--- src/hdl/asl_pkg.sv ---
package asl_pkg;
  localparam int unsigned NumProcs = 32;
  localparam int unsigned IdxW     = 5;
  localparam int unsigned KeyW     = 32;

  typedef enum logic [1:0] {
    KindBlock  = 2'd0,
    KindRmHead = 2'd1,
    KindRmProc = 2'd2,
    KindPeek   = 2'd3
  } kind_e;

  typedef enum logic [1:0] {
    StOk      = 2'd0,
    StFull    = 2'd1,
    StMissing = 2'd2,
    StBlocked = 2'd3
  } status_e;

  // result word handed to the output register
  typedef struct packed {
    logic            valid;
    status_e         status;
    logic            found;
    logic [IdxW-1:0] proc_id;
  } result_t;
endpackage

--- src/hdl/asl_match.sv ---
// Key match and free-slot search over the descriptor key and valid registers.
module asl_match import asl_pkg::*; (
  input  logic [NumProcs-1:0]        valid_i,
  input  logic [NumProcs-1:0][KeyW-1:0] keys_i,
  input  logic [KeyW-1:0]            key_i,
  output logic                       hit_o,
  output logic [IdxW-1:0]            hit_idx_o,
  output logic                       free_o,
  output logic [IdxW-1:0]            free_idx_o
);
  logic [NumProcs-1:0] hits;

  always_comb begin
    for (int i = 0; i < NumProcs; i++) begin
      hits[i] = valid_i[i] && (keys_i[i] == key_i);
    end
  end

  // a key sits in at most one descriptor, so an or-reduce encode suffices
  always_comb begin
    hit_idx_o = '0;
    for (int i = 0; i < NumProcs; i++) begin
      if (hits[i]) hit_idx_o = hit_idx_o | IdxW'(i);
    end
  end
  assign hit_o = |hits;

  // lowest free descriptor
  always_comb begin
    free_idx_o = '0;
    for (int i = NumProcs - 1; i >= 0; i--) begin
      if (!valid_i[i]) free_idx_o = IdxW'(i);
    end
  end
  assign free_o = ~&valid_i;
endmodule

--- src/hdl/semaphore_blocked_queue_table_top.sv ---
// Semaphore queue table: a word is taken at a rising edge with start high and
// busy low, and each word gives exactly one result word, shown for a single
// cycle with done_o in the first cycle that busy is low again. There is no
// way to hold a result back, so done_o must be sampled on every edge. Words
// the flags alone settle finish in SMatch: already blocked, new descriptor,
// no free descriptor, unknown key and process not blocked. A block onto an
// existing queue runs SMatch then SWrite (tail read, link write) and a peek
// SMatch then SHead (head read). Remove-head runs SMatch, SHead, SWrite (head
// read, link read, write back) and remove-process SMatch, SDesc, SWrite (link
// read, head/tail read, write back). The next word may be taken in the cycle
// that shows the result. With as many descriptors as processes the table
// never runs out of descriptors. Descriptor keys and the flags sit in
// registers; head, tail and per-process links live in memories read via registers.
module semaphore_blocked_queue_table_top import asl_pkg::*; (
  input  logic            clk_i,
  input  logic            rst_ni,
  input  logic            start,
  output logic            busy,
  input  logic [1:0]      kind_i,
  input  logic [31:0]     sem_key_i,
  input  logic [4:0]      proc_id_i,
  output logic            done_o,
  output logic [1:0]      status_o,
  output logic            found_o,
  output logic [4:0]      out_proc_o
);
  typedef enum logic [2:0] {SIdle, SMatch, SHead, SDesc, SWrite} state_e;

  state_e state_q;
  kind_e kind_q;
  logic [KeyW-1:0] key_q;
  logic [IdxW-1:0] proc_q, desc_q, tgt_q;
  logic [NumProcs-1:0] dvalid_q, blocked_q;
  logic [NumProcs-1:0][KeyW-1:0] dkey_q;
  logic hit, free;
  logic [IdxW-1:0] hit_idx, free_idx;
  result_t res_q;

  // memories
  logic [IdxW-1:0] head_m [NumProcs];
  logic [IdxW-1:0] tail_m [NumProcs];
  logic [IdxW-1:0] next_m [NumProcs];
  logic [IdxW-1:0] prev_m [NumProcs];
  logic [IdxW-1:0] pdesc_m [NumProcs];
  logic [IdxW-1:0] head_rd, tail_rd, pdesc_rd, next_rd, prev_rd;
  logic [IdxW-1:0] rd_desc, rd_proc;

  asl_match u_match (
    .valid_i(dvalid_q), .keys_i(dkey_q), .key_i(key_q),
    .hit_o(hit), .hit_idx_o(hit_idx), .free_o(free), .free_idx_o(free_idx)
  );

  assign busy = (state_q != SIdle);

  // read addresses: matched descriptor, then the owner of a removal target
  assign rd_desc = (state_q == SDesc) ? pdesc_rd : hit_idx;
  assign rd_proc = (state_q == SHead) ? head_rd : proc_q;

  // descriptor and process link reads
  always_ff @(posedge clk_i) begin
    if (state_q == SMatch || state_q == SDesc) begin
      head_rd <= head_m[rd_desc];
      tail_rd <= tail_m[rd_desc];
    end
    if (state_q == SMatch || state_q == SHead) begin
      pdesc_rd <= pdesc_m[rd_proc];
      next_rd  <= next_m[rd_proc];
      prev_rd  <= prev_m[rd_proc];
    end
  end

  always_ff @(posedge clk_i or negedge rst_ni) begin
    result_t res;
    if (!rst_ni) begin
      state_q   <= SIdle;
      kind_q    <= KindBlock;
      key_q     <= '0;
      proc_q    <= '0;
      desc_q    <= '0;
      tgt_q     <= '0;
      dvalid_q  <= '0;
      blocked_q <= '0;
      dkey_q    <= '0;
      res_q     <= '0;
    end else begin
      res = '0;
      unique case (state_q)
        SIdle: begin
          if (start) begin
            kind_q  <= kind_e'(kind_i);
            key_q   <= sem_key_i;
            proc_q  <= proc_id_i;
            state_q <= SMatch;
          end
        end
        // match key; finish words settled by the flags here
        SMatch: begin
          unique case (kind_q)
            KindBlock: begin
              if (blocked_q[proc_q]) begin
                res     = '{1'b1, StBlocked, 1'b0, '0};
                state_q <= SIdle;
              end else if (hit) begin
                desc_q  <= hit_idx;
                state_q <= SWrite;
              end else if (free) begin
                dvalid_q[free_idx] <= 1'b1;
                dkey_q[free_idx]   <= key_q;
                blocked_q[proc_q]  <= 1'b1;
                res     = '{1'b1, StOk, 1'b0, '0};
                state_q <= SIdle;
              end else begin
                res     = '{1'b1, StFull, 1'b0, '0};
                state_q <= SIdle;
              end
            end
            KindRmHead, KindPeek: begin
              if (hit) begin
                state_q <= SHead;
              end else begin
                res     = '{1'b1, StMissing, 1'b0, '0};
                state_q <= SIdle;
              end
            end
            KindRmProc: begin
              if (blocked_q[proc_q]) begin
                tgt_q   <= proc_q;
                state_q <= SDesc;
              end else begin
                res     = '{1'b1, StMissing, 1'b0, '0};
                state_q <= SIdle;
              end
            end
          endcase
        end
        // head of the matched queue is on head_rd
        SHead: begin
          if (kind_q == KindPeek) begin
            res     = '{1'b1, StOk, 1'b1, head_rd};
            state_q <= SIdle;
          end else begin
            tgt_q   <= head_rd;
            state_q <= SWrite;
          end
        end
        // owner of the target known; head/tail of it being read
        SDesc: state_q <= SWrite;
        SWrite: begin
          if (kind_q == KindBlock) begin
            blocked_q[proc_q] <= 1'b1;
            res = '{1'b1, StOk, 1'b0, '0};
          end else begin
            blocked_q[tgt_q] <= 1'b0;
            if (tgt_q == head_rd && tgt_q == tail_rd) dvalid_q[pdesc_rd] <= 1'b0;
            res = '{1'b1, StOk, 1'b1, tgt_q};
          end
          state_q <= SIdle;
        end
        default: state_q <= SIdle;
      endcase
      res_q <= res;
    end
  end

  // memory writes
  always_ff @(posedge clk_i) begin
    // fresh descriptor for a block word
    if (state_q == SMatch && kind_q == KindBlock && !blocked_q[proc_q] &&
        !hit && free) begin
      head_m[free_idx] <= proc_q;
      tail_m[free_idx] <= proc_q;
      pdesc_m[proc_q]  <= free_idx;
    end
    if (state_q == SWrite) begin
      if (kind_q == KindBlock) begin
        next_m[tail_rd] <= proc_q;
        prev_m[proc_q]  <= tail_rd;
        tail_m[desc_q]  <= proc_q;
        pdesc_m[proc_q] <= desc_q;
      end else if (tgt_q == head_rd && tgt_q != tail_rd) begin
        head_m[pdesc_rd] <= next_rd;
      end else if (tgt_q == tail_rd && tgt_q != head_rd) begin
        tail_m[pdesc_rd] <= prev_rd;
      end else if (tgt_q != head_rd) begin
        // middle of the queue: splice both neighbours
        next_m[prev_rd] <= next_rd;
        prev_m[next_rd] <= prev_rd;
      end
    end
  end

  assign done_o     = res_q.valid;
  assign status_o   = res_q.status;
  assign found_o    = res_q.found;
  assign out_proc_o = res_q.proc_id;

  // result strobe only follows a busy cycle
  assert property (@(posedge clk_i) disable iff (!rst_ni) done_o |-> $past(busy))
    else $error("result without item");
  // found implies ok
  assert property (@(posedge clk_i) disable iff (!rst_ni) (done_o && found_o) |->
    status_o == StOk) else $error("found with bad status");
  // block never reports a process
  assert property (@(posedge clk_i) disable iff (!rst_ni)
    (done_o && kind_q == KindBlock) |-> !found_o)
    else $error("block reported process");
endmodule
--- config.mk ---
export PLATFORM = sky130hd
export DESIGN_NAME = semaphore_blocked_queue_table_top
export DESIGN_NICKNAME = d
export VERILOG_FILES = /design/src/hdl/asl_pkg.sv /design/src/hdl/asl_match.sv /design/src/hdl/semaphore_blocked_queue_table_top.sv
export SDC_FILE = /design/constraint.sdc
export NUM_CORES = 2
export LEC_CHECK = 0
export ABC_AREA = 1
export BUFFER_PORTS_ARGS = -buffer_cell sky130_fd_sc_hd__buf_4
export CORE_MARGIN = 3
export CORE_UTILIZATION = 45
export CTS_CLUSTER_DIAMETER = 50
export CTS_CLUSTER_SIZE = 12
export DETAILED_ROUTE_END_ITERATION = 7
export HOLD_SLACK_MARGIN = 0.15
export PLACE_DENSITY = 0.68
export SYNTH_ARGS = -nofsm -noshare
export SYNTH_HDL_FRONTEND = slang
export SYNTH_HIERARCHICAL = 1
export SYNTH_SLANG_ARGS = --single-unit
--- constraint.sdc ---
create_clock -name clk_i -period 8.5 [get_ports clk_i]
set_input_delay 2.55 -clock clk_i [delete_from_list [all_inputs] [get_ports clk_i]]
set_output_delay 2.55 -clock clk_i [all_outputs]
set_load 0.02 [all_outputs]
# Word level (Yosys, flattened, before mapping)
# Memory sizes are Yosys's and may differ from the RTL's. A register that Yosys moved wholly into a read port is not among the register bits.
# Index checks and enable logic that the tools add are counted.
# W data, S select, Z words.
# word_totals
output_inout_bits,10
elab_cells,422
mem_count,5
regBits,1149
input_bits,42
ram_bits,800
# memory_table
memory,words,word_bits,read_ports,rd_clocked_by_memory_dff,wr,line,source
head_m,32,5,1,1,1,semaphore_blocked_queue_table_top.sv:40,logic [IdxW-1:0] head_m [NumProcs];
next_m,32,5,1,1,1,semaphore_blocked_queue_table_top.sv:42,logic [IdxW-1:0] next_m [NumProcs];
pdesc_m,32,5,1,1,1,semaphore_blocked_queue_table_top.sv:44,logic [IdxW-1:0] pdesc_m [NumProcs];
prev_m,32,5,1,1,1,semaphore_blocked_queue_table_top.sv:43,logic [IdxW-1:0] prev_m [NumProcs];
tail_m,32,5,1,1,1,semaphore_blocked_queue_table_top.sv:41,logic [IdxW-1:0] tail_m [NumProcs];
# op_classes
order_cmp,8
n_reduce_logical,67
bitwise_logic,7
eq_ne,54
mux,237
# ops
op,count
$mux W1024,14
$mux W32,38
$bwmux W1024,1
$eq A32 B32 Y1,32
$mux W5,79
$mux W9,21
$demux W32 S5,1
$pmux W32 S2,2
$mux W3,24
$and A32 B32 Y32,2
$not A32 Y32,2
$or A32 B32 Y32,2
$pmux W9 S3,2
$logic_and A1 B1 Y1,43
$mux W4,8
$reduce_and A32 Y1,1
$reduce_or A32 Y1,1
$mux W1,31
$reduce_or A5 Y1,5
$lt A5 B6 Y1 const B,4
$demux W1 S5,4
$ge A5 B1 Y1 const B,4
$ne A2 B2 Y1 const B,8
$mux W2,6
other kinds (26),38

# Longest topological paths before layout
# depth
depth_word,52
mapped_depth,38

# Cells and area by module
# Netlist, hierarchy kept.
# by_module_without_submodules
mod,n_inst,area_each_um2,seq_area_each_um2,cells_each
semaphore_blocked_queue_table_top,1,82572.9,53526.3,8230
asl_match,1,13186.4,0.0,2162

# Worst setup path before layout
# OpenSTA, ideal clock, no wires.
# synth_path
kind,reg2reg
start,register dvalid_q[31]
end,memory tail_m[21][0] (enable)
n_path_buf,0
slack_ps,4388
path_stages_with_launch,38
arrival_time_ps,3773
required_ps,8160
setup_time_ps,340
cell_sequence,dfrtp_1 -> inv_1 -> nand2_1 -> nand2_1 -> nand2_1 -> nand2_1 -> nand2_1 -> nand2_1 -> nand2_1 -> nand2_1 -> nand2_1 -> nand2_1 -> nand2_1 -> nand2_1 -> nand2_1 -> nand2_1 -> nand2_1 -> nand2_1 -> (+2 left out) -> nand2_1 -> nand2_1 -> nand2_1 -> nand2_1 -> nand2_1 -> nand2_1 -> nand2_1 -> nand2_1 -> nand2_1 -> nand2_1 -> nand2_1 -> a21oi_2 -> inv_1 -> a21oi_1 -> nand2_1 -> o21ai_1 -> nand3_1 -> nor2_1
# synth_via
elab_chain_len,34
# synth_rtl
item,line,source
start: declaration,semaphore_blocked_queue_table_top.sv:33,"logic [NumProcs-1:0] dvalid_q, blocked_q;"
start signal: assignment,semaphore_blocked_queue_table_top.sv:81,dvalid_q <= '0;
start signal: indexed assignment,semaphore_blocked_queue_table_top.sv:107,dvalid_q[free_idx] <= 1'b1;
start signal: indexed assignment,semaphore_blocked_queue_table_top.sv:154,if (tgt_q == head_rd && tgt_q == tail_rd) dvalid_q[pdesc_rd] <= 1'b0;
$mux W5 (32 in series),asl_match.sv:32,if (!valid_i[i]) free_idx_o = IdxW'(i);
via free_idx[0],semaphore_blocked_queue_table_top.sv:36,"logic [IdxW-1:0] hit_idx, free_idx;"
$mux W5 (no source line) (2 in series),n/a,
end: declaration,semaphore_blocked_queue_table_top.sv:41,
# The timed path passes the listed nets, and every way through them passes these cells.

# Worst setup path after layout
# layout_path
start,register key_q[21]
end,memory pdesc_m[2][4] (enable)
# layout_via
elab_chain_len,9
# layout_rtl
item,line,source
start: declaration,semaphore_blocked_queue_table_top.sv:31,logic [KeyW-1:0] key_q;
start signal: assignment,semaphore_blocked_queue_table_top.sv:91,key_q <= sem_key_i;
$eq A32 B32 Y1,asl_match.sv:15,hits[i] = valid_i[i] && (keys_i[i] == key_i);
$logic_and A1 B1 Y1,asl_match.sv:15,
$reduce_or A32 Y1 (*),asl_match.sv:26,assign hit_o = |hits;
via hit,semaphore_blocked_queue_table_top.sv:35,"logic hit, free;"
$logic_not A1 Y1 (*),semaphore_blocked_queue_table_top.sv:169,!hit && free) begin
$logic_and A1 B1 Y1 (*),semaphore_blocked_queue_table_top.sv:168,if (state_q == SMatch && kind_q == KindBlock && !blocked_q[proc_q] &&
$logic_and A1 B1 Y1 (*),semaphore_blocked_queue_table_top.sv:169,
$mux W1 (*),semaphore_blocked_queue_table_top.sv:168,
$mux W1 (implied by the code) (*),semaphore_blocked_queue_table_top.sv:172,pdesc_m[proc_q] <= free_idx;
$or A1 B1 Y1 (no source line) (*),n/a,
end: declaration,semaphore_blocked_queue_table_top.sv:44,
# Mark *: on every way through the listed nets, which the timed path passes. The rest lies on a longest branch.

==> metrics.txt <==
# TYPE chip_impl_metric gauge
chip_impl_info{name="status",value="complete, no violations"} 1
chip_impl_metric{name="globalRouteOverflowTotal",unit=""} 0
chip_impl_metric{name="design.core.area",unit="mm²"} 0.211
chip_impl_metric{name="tritoncts.num_buffers",unit=""} 197
chip_impl_metric{name="detail_route.wl_per_cell",unit="µm"} 24.9
chip_impl_metric{name="intPower",unit="mW"} 18.3
chip_impl_metric{name="initial_utilization",unit="%"} 45.5
chip_impl_metric{name="clock_latency_of_the_later_clocked_register_in_the_worst_skew_pair",unit="ns"} 0.88
chip_impl_metric{name="place_congestion",unit=""} 0.944
chip_impl_metric{name="post_synth_inst_count",unit=""} 10400
chip_impl_metric{name="post-place-ws",unit="ns"} 1.97
chip_impl_metric{name="arrival",unit="ns"} 7.48
chip_impl_metric{name="yosys_warnings",unit=""} 6
chip_impl_metric{name="timing.setup.tns",unit="ns"} 0
chip_impl_metric{name="routed_via_density",unit=""} 5.96
chip_impl_metric{name="drive_gt1_share",unit="%"} 8.74
chip_impl_metric{name="timing.final.crit_period",unit="ns"} 6.98
chip_impl_metric{name="clk_pin_slew",unit="ns"} 0.06
chip_impl_metric{name="die-width",unit="µm"} 467
chip_impl_metric{name="detail_route.iter0.violations",unit=""} 11800
chip_impl_metric{name="period_share",unit="%"} 82.2
chip_impl_metric{name="detail_route.wirelength",unit="mm"} 324
chip_impl_metric{name="global_route.usage.total",unit="%"} 29.0
chip_impl_info{name="largest_delay_contributor_family_on_the_critical_path",value="simple AND/OR/NAND/NOR gates"} 1
chip_impl_metric{name="largest_fanout_on_the_critical_path",unit=""} 32
chip_impl_metric{name="detailed_route_via_count",unit=""} 77700
chip_impl_metric{name="timing.hold.ws",unit="ns"} 0.493
chip_impl_metric{name="detail_route.drc_violations",unit=""} 0
chip_impl_metric{name="synth-seq-area-share",unit="%"} 55.9
chip_impl_metric{name="cts.repair.resized",unit=""} 0
chip_impl_info{name="cts_tree",value="built"} 1
chip_impl_metric{name="finalPower",unit="mW"} 32.8
chip_impl_metric{name="critPathBufInv",unit=""} 5
chip_impl_info{name="critical-path-top-cell-by-count",value="inv_1"} 1
chip_impl_metric{name="yosys_register_bits",unit=""} 1974
chip_impl_metric{name="synth-edff-count",unit=""} 825
chip_impl_metric{name="p_comb_share",unit="%"} 38.9
chip_impl_metric{name="switching_share",unit="%"} 44.3
chip_impl_metric{name="areaGrowthSynthToFinish",unit="%"} 7.24
chip_impl_info{name="top_layer_used",value="met5"} 1
chip_impl_metric{name="post_cts_hold_buffer_count",unit=""} 0
chip_impl_info{name="crit-reg2reg-launch",value="key_q[21]"} 1
chip_impl_info{name="cp_cell_sequence",value="inv_2, buf_4, o21ai_0, a221oi_1, nand3_1, nor4_1, nand4_1, nor3_1, nor3b_2, nand4_1, nor2_1, nand3_2, inv_1, nand3_1, inv_1, nand3_4, nand2_1, inv_1, nor2_1"} 1
chip_impl_metric{name="drt-met1-wl",unit="mm"} 122
chip_impl_metric{name="antenna_left",unit=""} 0
chip_impl_metric{name="remaining_max_slew_budget_at_the_tightest_pin",unit="%"} 5.94
chip_impl_metric{name="worstPathRequired",unit="ns"} 9.00
chip_impl_metric{name="grt_first_pass_wirelength",unit="mm"} 472
chip_impl_info{name="min_path_type",value="reg2reg"} 1
chip_impl_metric{name="seq_power_share",unit="%"} 35.8
chip_impl_metric{name="maxCapViolCount",unit=""} 0
chip_impl_metric{name="postCtsSetupRepairBufs",unit=""} 0
chip_impl_metric{name="synth_area_per_cell",unit="µm²"} 9.21
chip_impl_info{name="rsz0062_at_grt",value="no"} 1
chip_impl_metric{name="clkSinkCount",unit=""} 1974
chip_impl_metric{name="finalClockSkew",unit="ns"} 0.0475
chip_impl_metric{name="synth.cell_area",unit="mm²"} 0.0958
chip_impl_metric{name="switchingPower",unit="mW"} 14.5
chip_impl_info{name="cts_root_buffer",value="clkbuf_16"} 1
chip_impl_metric{name="synth.net_count",unit=""} 10400
chip_impl_metric{name="met3_wirelength",unit="mm"} 43.2
chip_impl_info{name="min_from",value="desc_q[4]"} 1
chip_impl_metric{name="leakagePower",unit="nW"} 43.3
chip_impl_metric{name="clockPowerShare",unit="%"} 25.4
chip_impl_metric{name="layout.nets",unit=""} 10200
chip_impl_metric{name="highest_clock_frequency_the_design_can_meet",unit="MHz"} 143
chip_impl_info{name="start_kind",value="register"} 1
chip_impl_metric{name="grt_max_degree",unit=""} 170
chip_impl_metric{name="cts-root-to-sink-buffers",unit=""} 3
chip_impl_metric{name="first_pass_iters",unit=""} 7
chip_impl_info{name="endpoint_kind",value="register"} 1
chip_impl_info{name="crit_slowest_cell",value="nor3_1"} 1
chip_impl_metric{name="setup_ws_final",unit="ns"} 1.52
chip_impl_info{name="final_common_cell",value="nand2_1"} 1
chip_impl_metric{name="top_level_ports",unit=""} 52
chip_impl_metric{name="dieArea",unit="mm²"} 0.218
chip_impl_metric{name="rows",unit=""} 168
chip_impl_metric{name="measured_slew_at_the_worst_slew_check_pin",unit="ns"} 1.40
chip_impl_metric{name="timing_max_transition_violations_final",unit=""} 0
chip_impl_metric{name="first_global_vias",unit=""} 72200
chip_impl_info{name="synth_flop_cell",value="dfrtp_1"} 1
chip_impl_metric{name="finalHoldViolCount",unit=""} 0
chip_impl_info{name="crit_start",value="key_q[21]"} 1
chip_impl_metric{name="synth_cell_type_count",unit=""} 62
chip_impl_metric{name="port_buffers",unit=""} 51
chip_impl_metric{name="dp_hpwl",unit="mm"} 191
chip_impl_metric{name="cts.htree.levels",unit=""} 4
chip_impl_metric{name="wl_met2",unit="mm"} 138
chip_impl_metric{name="initial_antenna_violation_count",unit=""} 14
chip_impl_info{name="layout.cells.most_common_list",value="nand2_1 (2698), dfrtp_1 (1138), inv_1 (921)"} 1
chip_impl_metric{name="power_density_over_the_cells",unit="mW/mm²"} 319
chip_impl_info{name="category_of_the_critical_setup_timing_path",value="reg2reg"} 1
chip_impl_metric{name="worst_ir_drop_vdd",unit="mV"} 0.436
chip_impl_metric{name="slowest_delay",unit="ns"} 1.08
chip_impl_metric{name="ys_async_rst_share",unit="%"} 58.2
chip_impl_metric{name="floorplan.die.height",unit="µm"} 467
chip_impl_metric{name="finalSetupViolations",unit=""} 0
==> area by class of cell <==
type,count,area (µm²)
Tap cell,2805,3510
Multi-Input combinational cell,6726,34200
Fill cell,19500,108000
Timing Repair Buffer,223,1790
Clock inverter,49,587
Antenna cell,3,7.51
Clock buffer,250,5300
Sequential cell,1974,53500
Inverter,997,3790
==> registers in the layout, summed over array words and instances (netlist names), 32 cells and up <==
signal	cells
dkey_q	1024
head_m	160
next_m	160
pdesc_m	160
prev_m	160
tail_m	160
blocked_q	32
dvalid_q	32
key_q	32
==> power groups by stage <==
| stage | logic, mW | registers [mW] | clock network (mW) |
|---|---|---|---|
| CTS | 12.2 | 11.7 | 8.39 |
| global route | 13.0 | 11.8 | 8.76 |
| global placement | 12.0 | 11.9 | 0 |
| detailed placement | 12.1 | 11.9 | 0 |
| finish | 12.7 | 11.7 | 8.31 |
| floorplan | 7.06 | 11.5 | 0 |
==> worst reg2reg max path: cells and delay by family (launching register included) <==
family,cells,cell delay (ns)
buffers and inverters,5,2.52
and+or+nand+nor,12,2.97
DFF,1,0.73
AOI/OAI and AO/OA,2,0.41
==> through the flow <==
step / std cells / cell area (µm²) / util (%)
global placement: 12700 / 96800 / 46.0
global route: 13000 / 103000 / 48.8
floorplan: 10400 / 95800 / -
finish: 13000 / 103000 / 48.8
detailed placement: 12700 / 96800 / 46.0
CTS: 13000 / 103000 / 48.8
==> cell families (layout without fill, tap and decap cells) <==
| group | after synthesis | in the layout | share of synthesized area, % |
|---|---|---|---|
| AND/OR/NAND/NOR | 4395 | 4395 | 20.1 |
| AO/OA/AOI/OAI | 2002 | 2002 | 12.3 |
| flip-flops | 1974 | 1974 | 55.9 |
| buffers and inverters | 1692 | 1519 | 8.63 |
| XOR/XNOR | 328 | 328 | 3.00 |
| multiplexers | 1 | 1 | 0.0118 |
| other | 0 | 3 | 0 |
==> synthesized netlist by cell type (all sizes together) (35+ instances only) <==
| library cell | instances | area share, % |
|---|---|---|
| a22o | 95 | 0.87 |
| dfrtp | 1149 | 30 |
| o22ai | 161 | 1.1 |
| clkbuf | 254 | 1.0 |
| nor3 | 35 | 0.20 |
| a221oi | 38 | 0.36 |
| nand2 | 2743 | 11 |
| buf | 441 | 3.7 |
| or2 | 60 | 0.39 |
| nand3 | 830 | 4.4 |
| nand4 | 108 | 0.71 |
| edfxtp | 825 | 26 |
| nor2 | 401 | 1.6 |
| inv | 996 | 3.9 |
| o21ai | 1460 | 8.3 |
| a21oi | 116 | 0.61 |
| nor4 | 124 | 0.83 |
| nand3b | 52 | 0.41 |
| xnor2 | 203 | 1.9 |
| xor2 | 125 | 1.1 |
==> final timing paths <==
kind	to	slack, ns	cells after the start
worst max-delay path	pdesc_m[2][4]	1.52	19
worst min-delay path	desc_q[4]	0.49	2
worst max register to register	pdesc_m[2][4]	1.52	19
worst min register to register	desc_q[4]	0.49	2
max in group asynchronous	kind_q[1]	5.07	2
min in group asynchronous	dkey_q[307]	1.74	1
==> metal layers <==
layer | track usage (%) | up-vias
li1 | - | 34200
met5 | 0 | -
met2 | 43.6 | 5045
met1 | 38.6 | 37200
met3 | 7.82 | 1210
met4 | 14.6 | 4
Note: power is estimated with default switching activity, not from simulation.
